==> config.mk <==
export PLATFORM = sky130hd
export DESIGN_NAME = mbms_front
export DESIGN_NICKNAME = d
export VERILOG_FILES = /design/src/hdl/masked_box_mean_raster_smoother_core_assert.svh /design/src/hdl/mbms_pkg.sv /design/src/hdl/mbms_front.sv
export SDC_FILE = /design/constraint.sdc
export NUM_CORES = 1
export LEC_CHECK = 0
export BUFFER_PORTS_ARGS = -buffer_cell sky130_fd_sc_hd__buf_2
export CORE_MARGIN = 3
export CORE_UTILIZATION = 40
export CTS_CLUSTER_DIAMETER = 80
export CTS_CLUSTER_SIZE = 12
export DETAILED_ROUTE_END_ITERATION = 7
export SETUP_SLACK_MARGIN = 0.2
export SLEW_MARGIN = 5
export SYNTH_ARGS = -nofsm -noshare
export SYNTH_HDL_FRONTEND = slang
export SYNTH_SLANG_ARGS = --single-unit
==> constraint.sdc <==
create_clock -name clk -period 3.2 [get_ports clk]
set_input_delay 0 -clock clk [delete_from_list [all_inputs] [get_ports clk]]
set_output_delay 0 -clock clk [all_outputs]
set_load 0.005 [all_outputs]
==> src/hdl/masked_box_mean_raster_smoother_core_assert.svh <==
// assertion macros used by the smoother back end rtl
`ifndef MASKED_BOX_MEAN_RASTER_SMOOTHER_CORE_ASSERT_SVH
`define MASKED_BOX_MEAN_RASTER_SMOOTHER_CORE_ASSERT_SVH
`ifndef SYNTHESIS
`define MBMS_ASSERT(lbl, prop, msg) \
	lbl: assert property (@(posedge clk) disable iff (!arst_n) prop) else $error(msg);
`define MBMS_NEVER(lbl, cond, msg) `MBMS_ASSERT(lbl, !(cond), msg)
`else
`define MBMS_ASSERT(lbl, prop, msg)
`define MBMS_NEVER(lbl, cond, msg)
`endif
`endif

==> src/hdl/mbms_pkg.sv <==
`default_nettype none
package mbms_pkg;
	localparam int MAX_COLUMNS = 1024;
	localparam int MAX_ROWS    = 4096;
	localparam int MAX_LOOK    = 7;
	localparam int STORE_DEPTH = 2 * (MAX_LOOK * MAX_COLUMNS + MAX_LOOK) + 1;
	localparam int AW          = $clog2(STORE_DEPTH);

	typedef logic [AW-1:0] addr_t;

	// one stored pixel: valid flag and q8.8 height
	typedef struct packed {
		logic               vld;
		logic signed [15:0] val;
	} word_t;

	typedef enum logic [1:0] {
		CFG_LOOK = 2'd0,
		CFG_ROWS = 2'd1,
		CFG_COLS = 2'd2
	} cfg_idx_t;
endpackage
`default_nettype wire

==> src/hdl/mbms_front.sv <==
`default_nettype none
module mbms_front (
	input  wire logic            clk,
	input  wire logic            arst_n,
	input  wire logic            s_axis_tvalid,
	output logic                 s_axis_tready,
	input  wire logic [16:0]     pix_data,
	input  wire logic            req_type,
	output logic                 q_valid,
	output mbms_pkg::word_t      q_word,
	input  wire logic            q_pop
);
	mbms_pkg::word_t ent_q [2];
	logic            wp_q;
	logic            rp_q;
	logic [1:0]      cnt_q;
	logic            push;
	mbms_pkg::word_t word;

	// drains and no-data pixels both store an empty word
	always_comb begin
		word.vld = !req_type && pix_data[16];
		word.val = word.vld ? pix_data[15:0] : 16'sd0;
	end

	assign s_axis_tready = (cnt_q != 2'd2);
	assign push          = s_axis_tvalid && s_axis_tready;
	assign q_valid       = (cnt_q != 2'd0);
	assign q_word        = ent_q[rp_q];

	always_ff @(posedge clk) begin
		if (push) ent_q[wp_q] <= word;
	end

	always_ff @(posedge clk or negedge arst_n) begin
		if (!arst_n) begin
			wp_q  <= 1'b0;
			rp_q  <= 1'b0;
			cnt_q <= 2'd0;
		end else begin
			if (push) wp_q <= !wp_q;
			if (q_pop) rp_q <= !rp_q;
			case ({push, q_pop})
				2'b10:   cnt_q <= cnt_q + 2'd1;
				2'b01:   cnt_q <= cnt_q - 2'd1;
				default: cnt_q <= cnt_q;
			endcase
		end
	end
endmodule
`default_nettype wire

==> flow_metrics.py, run 1 <==
metrics = {
    "logic_synthesis": {
        "syn_inst": 87,
        "syn_area_sq_mm": 0.001587,
        "ys_ff_latch": 38,
        "synth_seq_area_share_pct": 70.66,
        "yosys.area.top_type_share_pct": 64.35,
        "yosys-top-cells-area": "edfxtp_1 64%, mux2_4 8.5%, and2_1 6.3%",
        "yosysUniqueCellTypes": 17,
        "synth-main-ff-cell": "edfxtp_1",
        "yosys-top-cells-count": "34 x edfxtp_1, 16 x and2_1, 9 x mux2_4",
        "syn-num-nets": 110,
        "yosysMostFrequentCell": "edfxtp_1",
        "synth_enable_flop_cells": 34,
        "synth_area_per_cell_sq_um": 18.24,
        "async_flop_share_pct": 10.53,
        "yosys.area.top_type": "edfxtp_1",
        "synth_warnings": 0,
    },
    "critical_path": {
        "cp.arrival_ns": 1.81,
        "r2r_cells": 3,
        "crit_type": "flop to output pin",
        "worst_setup_path_end_kind": "output pin",
        "cp.required_ns": 3.20,
        "crit_path_start_kind": "flop",
        "cp_max_fo": 18,
    },
    "clock_tree": {
        "clk_latency_ns": 0.29,
        "clk_pin_slew_worst_paths_ns": 0.07,
        "htreeDepth": 2,
        "cts-root-buf": "clkbuf_8",
        "cts.hold.buffers_added": 3,
        "cts_resized": 0,
        "clockBufferDepth": 2,
        "cts_inserted_buffers": 5,
        "clock-sinks": 38,
        "post-cts-setup-buffer-count": 0,
        "tritoncts": "done",
    },
    "sta": {
        "slew_headroom_pct": 36.22,
        "period_needed_ns": 1.813,
        "fin_ws_ns": 1.387,
        "drv_slew": 0,
        "fmax_mhz": 551.4,
        "setup_viol": 0,
        "hold_violations": 0,
        "period_share_pct": 56.67,
        "setup_tns_ns": 0,
        "rsz0062_at_grt": "no",
        "fin_skew_ns": 0.008254,
        "worst_pin_slew_ns": 0.9567,
    },
    "floorplan": {
        "die_area_sq_mm": 0.004758,
        "io_pins": 41,
        "coreArea_sq_mm": 0.003744,
        "initial_utilization_pct": 42.38,
        "rows": 22,
        "die_h_um": 68.98,
        "die_w_um": 68.98,
    },
    "placement": {
        "port_buffers": 40,
        "place_hpwl_mm": 1.638,
        "gp_congestion": 0.7187,
        "place_ws_ns": 1.436,
    },
    "cells_and_area": {
        "drive_gt1_share_pct": 48.15,
        "num_antenna_cells": 0,
        "fin_nets": 157,
        "flow.area_growth_from_synthesis_pct": 21.06,
        "fin_util_pct": 51.30,
    },
    "pwr": {
        "p_total_mw": 1.545,
        "p_per_area_mw_per_mm2": 804.2,
        "ir_worst_vdd_uv": 396.5,
        "power.leakage_nw": 0.7814,
    },
    "grt": {
        "grt_pass1_vias": 824,
        "grt_max_degree": 19,
        "grt.overflow.total": 0,
        "grt_pass1_wl_mm": 3.843,
        "antenna_found_initial": 0,
        "grt_use_total_pct": 11.86,
    },
    "detailed_routing": {
        "vias_per_cell": 4.645,
        "routed_wl_mm": 2.480,
        "drt_iter0_drc": 39,
        "final_antenna_net_count": 0,
        "via_count": 850,
        "dr.pass1.iters": 2,
        "route.detailed.drc": 0,
        "wl_per_cell_um": 13.55,
    },
    "flow_run": {
        "cap_violations": 0,
    },
    "worst_hold_path": {
        "hp-class": "primary input to flop",
        "hold_depth": 2,
    },
    "outcome": {
        "status": "completed",
    },
}
-- metrics by stage --
stage | hold slack, ns | cell area (sq um) | instances
final | 0.01240 | 1921 | 183
after detailed placement | -0.1873 | 1810 | 172
after global routing | 0.003243 | 1921 | 183
after global placement | -0.1912 | 1810 | 172
after floorplan | -0.2956 | 1587 | 87
after CTS | 0.004021 | 1921 | 183
-- cells in the final DEF (no fill, tap or decap), drive strengths merged --
cell / n
dfrtp: 4
and2: 16
and3: 1
clkbuf: 8
xnor2: 3
buf: 40
nor2: 2
edfxtp: 34
xor2: 2
or2: 1
ha: 1
and2b: 1
mux2: 17
dlygate4sd3: 3
nand2: 1
nand2b: 1
-- registers in the layout, indices dropped and copies added (netlist names) --
| name | flops |
|---|---|
| wp_q | 1 |
| ent_q | 34 |
| cnt_q | 2 |
| rp_q | 1 |
-- final timing paths --
check                      slack, ns           end         start
max                             1.39     q_word[2]          rp_q
min in group asynchronous       0.05      cnt_q[0]        arst_n
min                             0.01  ent_q[1][14]  pix_data[14]
max reg2reg                     1.47   ent_q[0][5]      cnt_q[0]
max in group asynchronous       3.03          rp_q        arst_n
min reg2reg                     0.53          wp_q          wp_q
-- routing by layer --
| layer | vias up | routed length (um) | GRT usage [%] |
|---|---|---|---|
| met4 | 0 | 40 | 5.109 |
| met3 | 6 | 209 | 5.673 |
| met1 | 396 | 1078 | 14.00 |
| met5 | - | 0 | 0 |
| met2 | 37 | 1151 | 18.45 |
| li1 | 411 | - | - |
-- area by class of cell --
class	instances	area, sq um
flip-flops and latches	38	1121
clock buffers	8	80.08
fillers	337	1823
multi-input cells	46	429.2
well taps	48	60.06
repair buffers	43	230.2
-- power breakdown --
part / total [mW] / switching [mW] / internal (mW) / leakage (nW)
combinational: 0.448 / 0.172 / 0.276 / 0.372
clock: 0.302 / 0.148 / 0.154 / 0.0395
sequential: 0.794 / 0.103 / 0.692 / 0.369
-- critical path: stages, from the launching register on --
cell and delay (ns):
dfrtp_1 0.97, mux2_2 0.43, buf_2 0.13
-- cells by family after synthesis --
family                   count (synthesis)  share of synthesized area, %
buffers and inverters                    3                         2.445
adder cells (fa/ha/maj)                  1                        0.7885
flip-flops                              38                         70.66
multiplexers                            17                         14.20
AND/OR/NAND/NOR                         23                         9.149
XOR/XNOR                                 5                         2.761
(Power assumes the default switching activity.)
==> run 2, diff against run 1 <==
--- a/config.mk
+++ b/config.mk
@@ -5,12 +5,14 @@
 export SDC_FILE = /design/constraint.sdc
 export NUM_CORES = 1
 export LEC_CHECK = 0
+export ABC_AREA = 1
 export BUFFER_PORTS_ARGS = -buffer_cell sky130_fd_sc_hd__buf_2
 export CORE_MARGIN = 3
 export CORE_UTILIZATION = 40
 export CTS_CLUSTER_DIAMETER = 80
 export CTS_CLUSTER_SIZE = 12
 export DETAILED_ROUTE_END_ITERATION = 7
+export PLACE_DENSITY = 0.65
 export SETUP_SLACK_MARGIN = 0.2
 export SLEW_MARGIN = 5
 export SYNTH_ARGS = -nofsm -noshare
==> constraint.sdc (replaced) <==
create_clock -name clk -period 1.6 [get_ports clk]
set_input_delay 0 -clock clk [delete_from_list [all_inputs] [get_ports clk]]
set_output_delay 0 -clock clk [all_outputs]
set_load 0.005 [all_outputs]
==> run 2 against run 1 <==
Sequential share of layout area decreased by 4.6 points; first-iteration DRC count increased by 59%; clock skew decreased by 0.0037 ns; worst setup slack got worse by 1.1 ns; design area increased by 8.6%; critical path type is now flop to flop; wire length increased by 19%; total power increased by 100%; largest cell class unchanged; utilization increased by 2.8 points; sequential power increased by 84%; critical endpoint is now cnt_q[1].
==> flow_metrics.py, run 2 <==
metrics = {
    "sta": {
        "period_share_pct": 83.36,
        "hold_violations": 0,
        "rsz0062_at_grt": "no",
        "fin_skew_ns": 0.004512,
        "fin_ws_ns": 0.2662,
        "holdWs_ns": 0.02392,
        "fmax_mhz": 749.8,
        "slew_headroom_pct": 76.13,
        "worst_pin_slew_ns": 0.3581,
        "setup_tns_ns": 0,
        "drv_slew": 0,
        "period_needed_ns": 1.334,
        "setup_viol": 0,
    },
    "detailed_routing": {
        "wl_per_cell_um": 11.77,
        "via_count": 1092,
        "dr.pass1.iters": 4,
        "vias_per_cell": 4.368,
        "drt_iter0_drc": 62,
        "final_antenna_net_count": 0,
        "route.detailed.drc": 0,
        "routed_wl_mm": 2.943,
    },
    "cells_and_area": {
        "layout_common_cells": "40 x buf_2, 39 x inv_1, 34 x edfxtp_1, 22 x nand2_1, 17 x o21ai_0",
        "num_antenna_cells": 0,
        "fin_util_pct": 54.12,
        "fin_nets": 224,
        "flow.area_growth_from_synthesis_pct": 23.57,
        "final_cells": 250,
        "multi_input_area_sq_um": 376.6,
        "ff_latch_area_sq_mm": 0.001121,
        "top_register": "ent_q",
        "drive_gt1_share_pct": 32.67,
        "final_common_cell": "buf_2",
        "fillCellCount": 351,
        "reg_top3": "ent_q x34, cnt_q x2",
        "largest_reg_flops": 34,
    },
    "logic_synthesis": {
        "yosys-top-cells-area": "edfxtp_1 60%, inv_1 8.9%, nor2_4 6.0%",
        "ys_ff_latch": 38,
        "synth_area_per_cell_sq_um": 11.18,
        "async_flop_share_pct": 10.53,
        "syn_area_sq_mm": 0.001688,
        "synth_seq_area_share_pct": 66.42,
        "synth-main-ff-cell": "edfxtp_1",
        "yosysUniqueCellTypes": 18,
        "synth_warnings": 0,
        "yosysMostFrequentCell": "inv_1",
        "syn-num-nets": 174,
        "syn_inst": 151,
        "synth_enable_flop_cells": 34,
        "yosys-top-cells-count": "40 x inv_1, 34 x edfxtp_1, 24 x nand2_1",
        "yosys.area.top_type": "edfxtp_1",
        "yosys.area.top_type_share_pct": 60.49,
    },
    "grt": {
        "grt.overflow.total": 0,
        "grt_max_degree": 24,
        "grt_pass1_vias": 1165,
        "grt_pass1_wl_mm": 5.002,
        "antenna_found_initial": 0,
        "grt_use_total_pct": 13.00,
    },
    "clock_tree": {
        "clock-sinks": 38,
        "cts_inserted_buffers": 5,
        "clk_pin_slew_worst_paths_ns": 0.06,
        "cts-root-buf": "clkbuf_8",
        "htreeDepth": 2,
        "tritoncts": "done",
        "clockBufferDepth": 2,
        "clk_latency_ns": 0.28,
    },
    "critical_path": {
        "worst_setup_path_end_kind": "flop",
        "cp.arrival_ns": 1.51,
        "cp.required_ns": 1.77,
        "crit_path_start_kind": "flop",
        "cp_max_fo": 3,
        "crit_type": "flop to flop",
    },
    "placement": {
        "dp_cells": 238,
        "port_buffers": 40,
        "gp_congestion": 0.7366,
        "place_ws_ns": 0.1311,
        "place_hpwl_mm": 2.079,
    },
    "floorplan": {
        "coreArea_sq_mm": 0.003854,
        "die_area_sq_mm": 0.005035,
        "die_w_um": 70.96,
        "die_h_um": 70.96,
        "rows": 22,
        "initial_utilization_pct": 43.80,
        "io_pins": 41,
    },
    "pwr": {
        "ir_worst_vdd_uv": 860.9,
        "p_per_area_mw_per_mm2": 1512,
        "power.leakage_nw": 0.9664,
    },
    "worst_hold_path": {
        "hp-class": "primary input to flop",
    },
    "flow_run": {
        "cap_violations": 0,
    },
    "outcome": {
        "status": "completed",
    },
}
run 2: area by class of cell:
cell class	count	area share [%]
Tap cell	48	2.879
Inverter	40	7.199
Sequential cell	38	53.75
Multi-Input combinational cell	67	18.06
Clock buffer	8	3.839
Timing Repair Buffer	49	14.28
run 2: worst max-delay path, stage by stage (launching register included):
cell and delay [ns]:
dfrtp_1 0.41, nand2_2 0.10, nand2_2 0.08, ha_1 0.32, inv_1 0.09, nand3_1 0.09
nand2_1 0.08, nand2_1 0.05
run 2: final timing paths:
path	start	end	slack, ns	cells after the start
min in group asynchronous	arst_n	cnt_q[0]	0.05	2
hold / removal	s_axis_tvalid	wp_q	0.02	3
max in group asynchronous	arst_n	wp_q	1.43	2
setup reg to reg	cnt_q[1]	cnt_q[1]	0.27	7
hold reg to reg	cnt_q[1]	cnt_q[1]	0.56	2
setup / recovery	cnt_q[1]	cnt_q[1]	0.27	7
run 2: power by group:
group / leakage (nW) / internal [mW] / switching [mW]
clock network: 0.0395 / 0.309 / 0.299
registers: 0.372 / 1.37 / 0.0861
logic: 0.555 / 0.471 / 0.617
run 2: per-layer routing:
metal | routed length (um) | track usage, % | vias to the layer above
li1 | - | - | 566
met3 | 227 | 5.256 | 7
met2 | 1451 | 22.25 | 35
met1 | 1213 | 14.47 | 484
met5 | 0 | 0 | -
met4 | 51 | 5.010 | 0
run 2: stage by stage:
step                      power, mW  area (sq um)
after floorplan               2.030          1693
after global placement        2.467          1966
after detailed placement      2.522          1966
after CTS                     3.162          2076
after global routing          3.390          2086
final                         3.153          2086
run 2: logic make-up (layout without fill, tap and decap cells):
| group | count (synthesis) | in the layout | share of synthesized area [%] |
|---|---|---|---|
| xor gates and xnor gates | 2 | 2 | 1.038 |
| DFF | 38 | 38 | 66.42 |
| AOI/OAI and AO/OA | 18 | 18 | 5.337 |
| buffers and inverters | 46 | 97 | 11.86 |
| adders and majority gates | 1 | 1 | 0.7412 |
| and+or+nand+nor | 46 | 46 | 14.60 |
run 2: timing repair:
| item | in CTS | in global routing |
|---|---|---|
| gates resized for setup | 1 | 2 |
| endpoints found under the hold margin | 5 | 0 |
| buffers inserted | 1 | 1 |
| hold buffers | 2 | 0 |
| cloned | 0 | 0 |
| setup endpoints to repair | 1 | 1 |
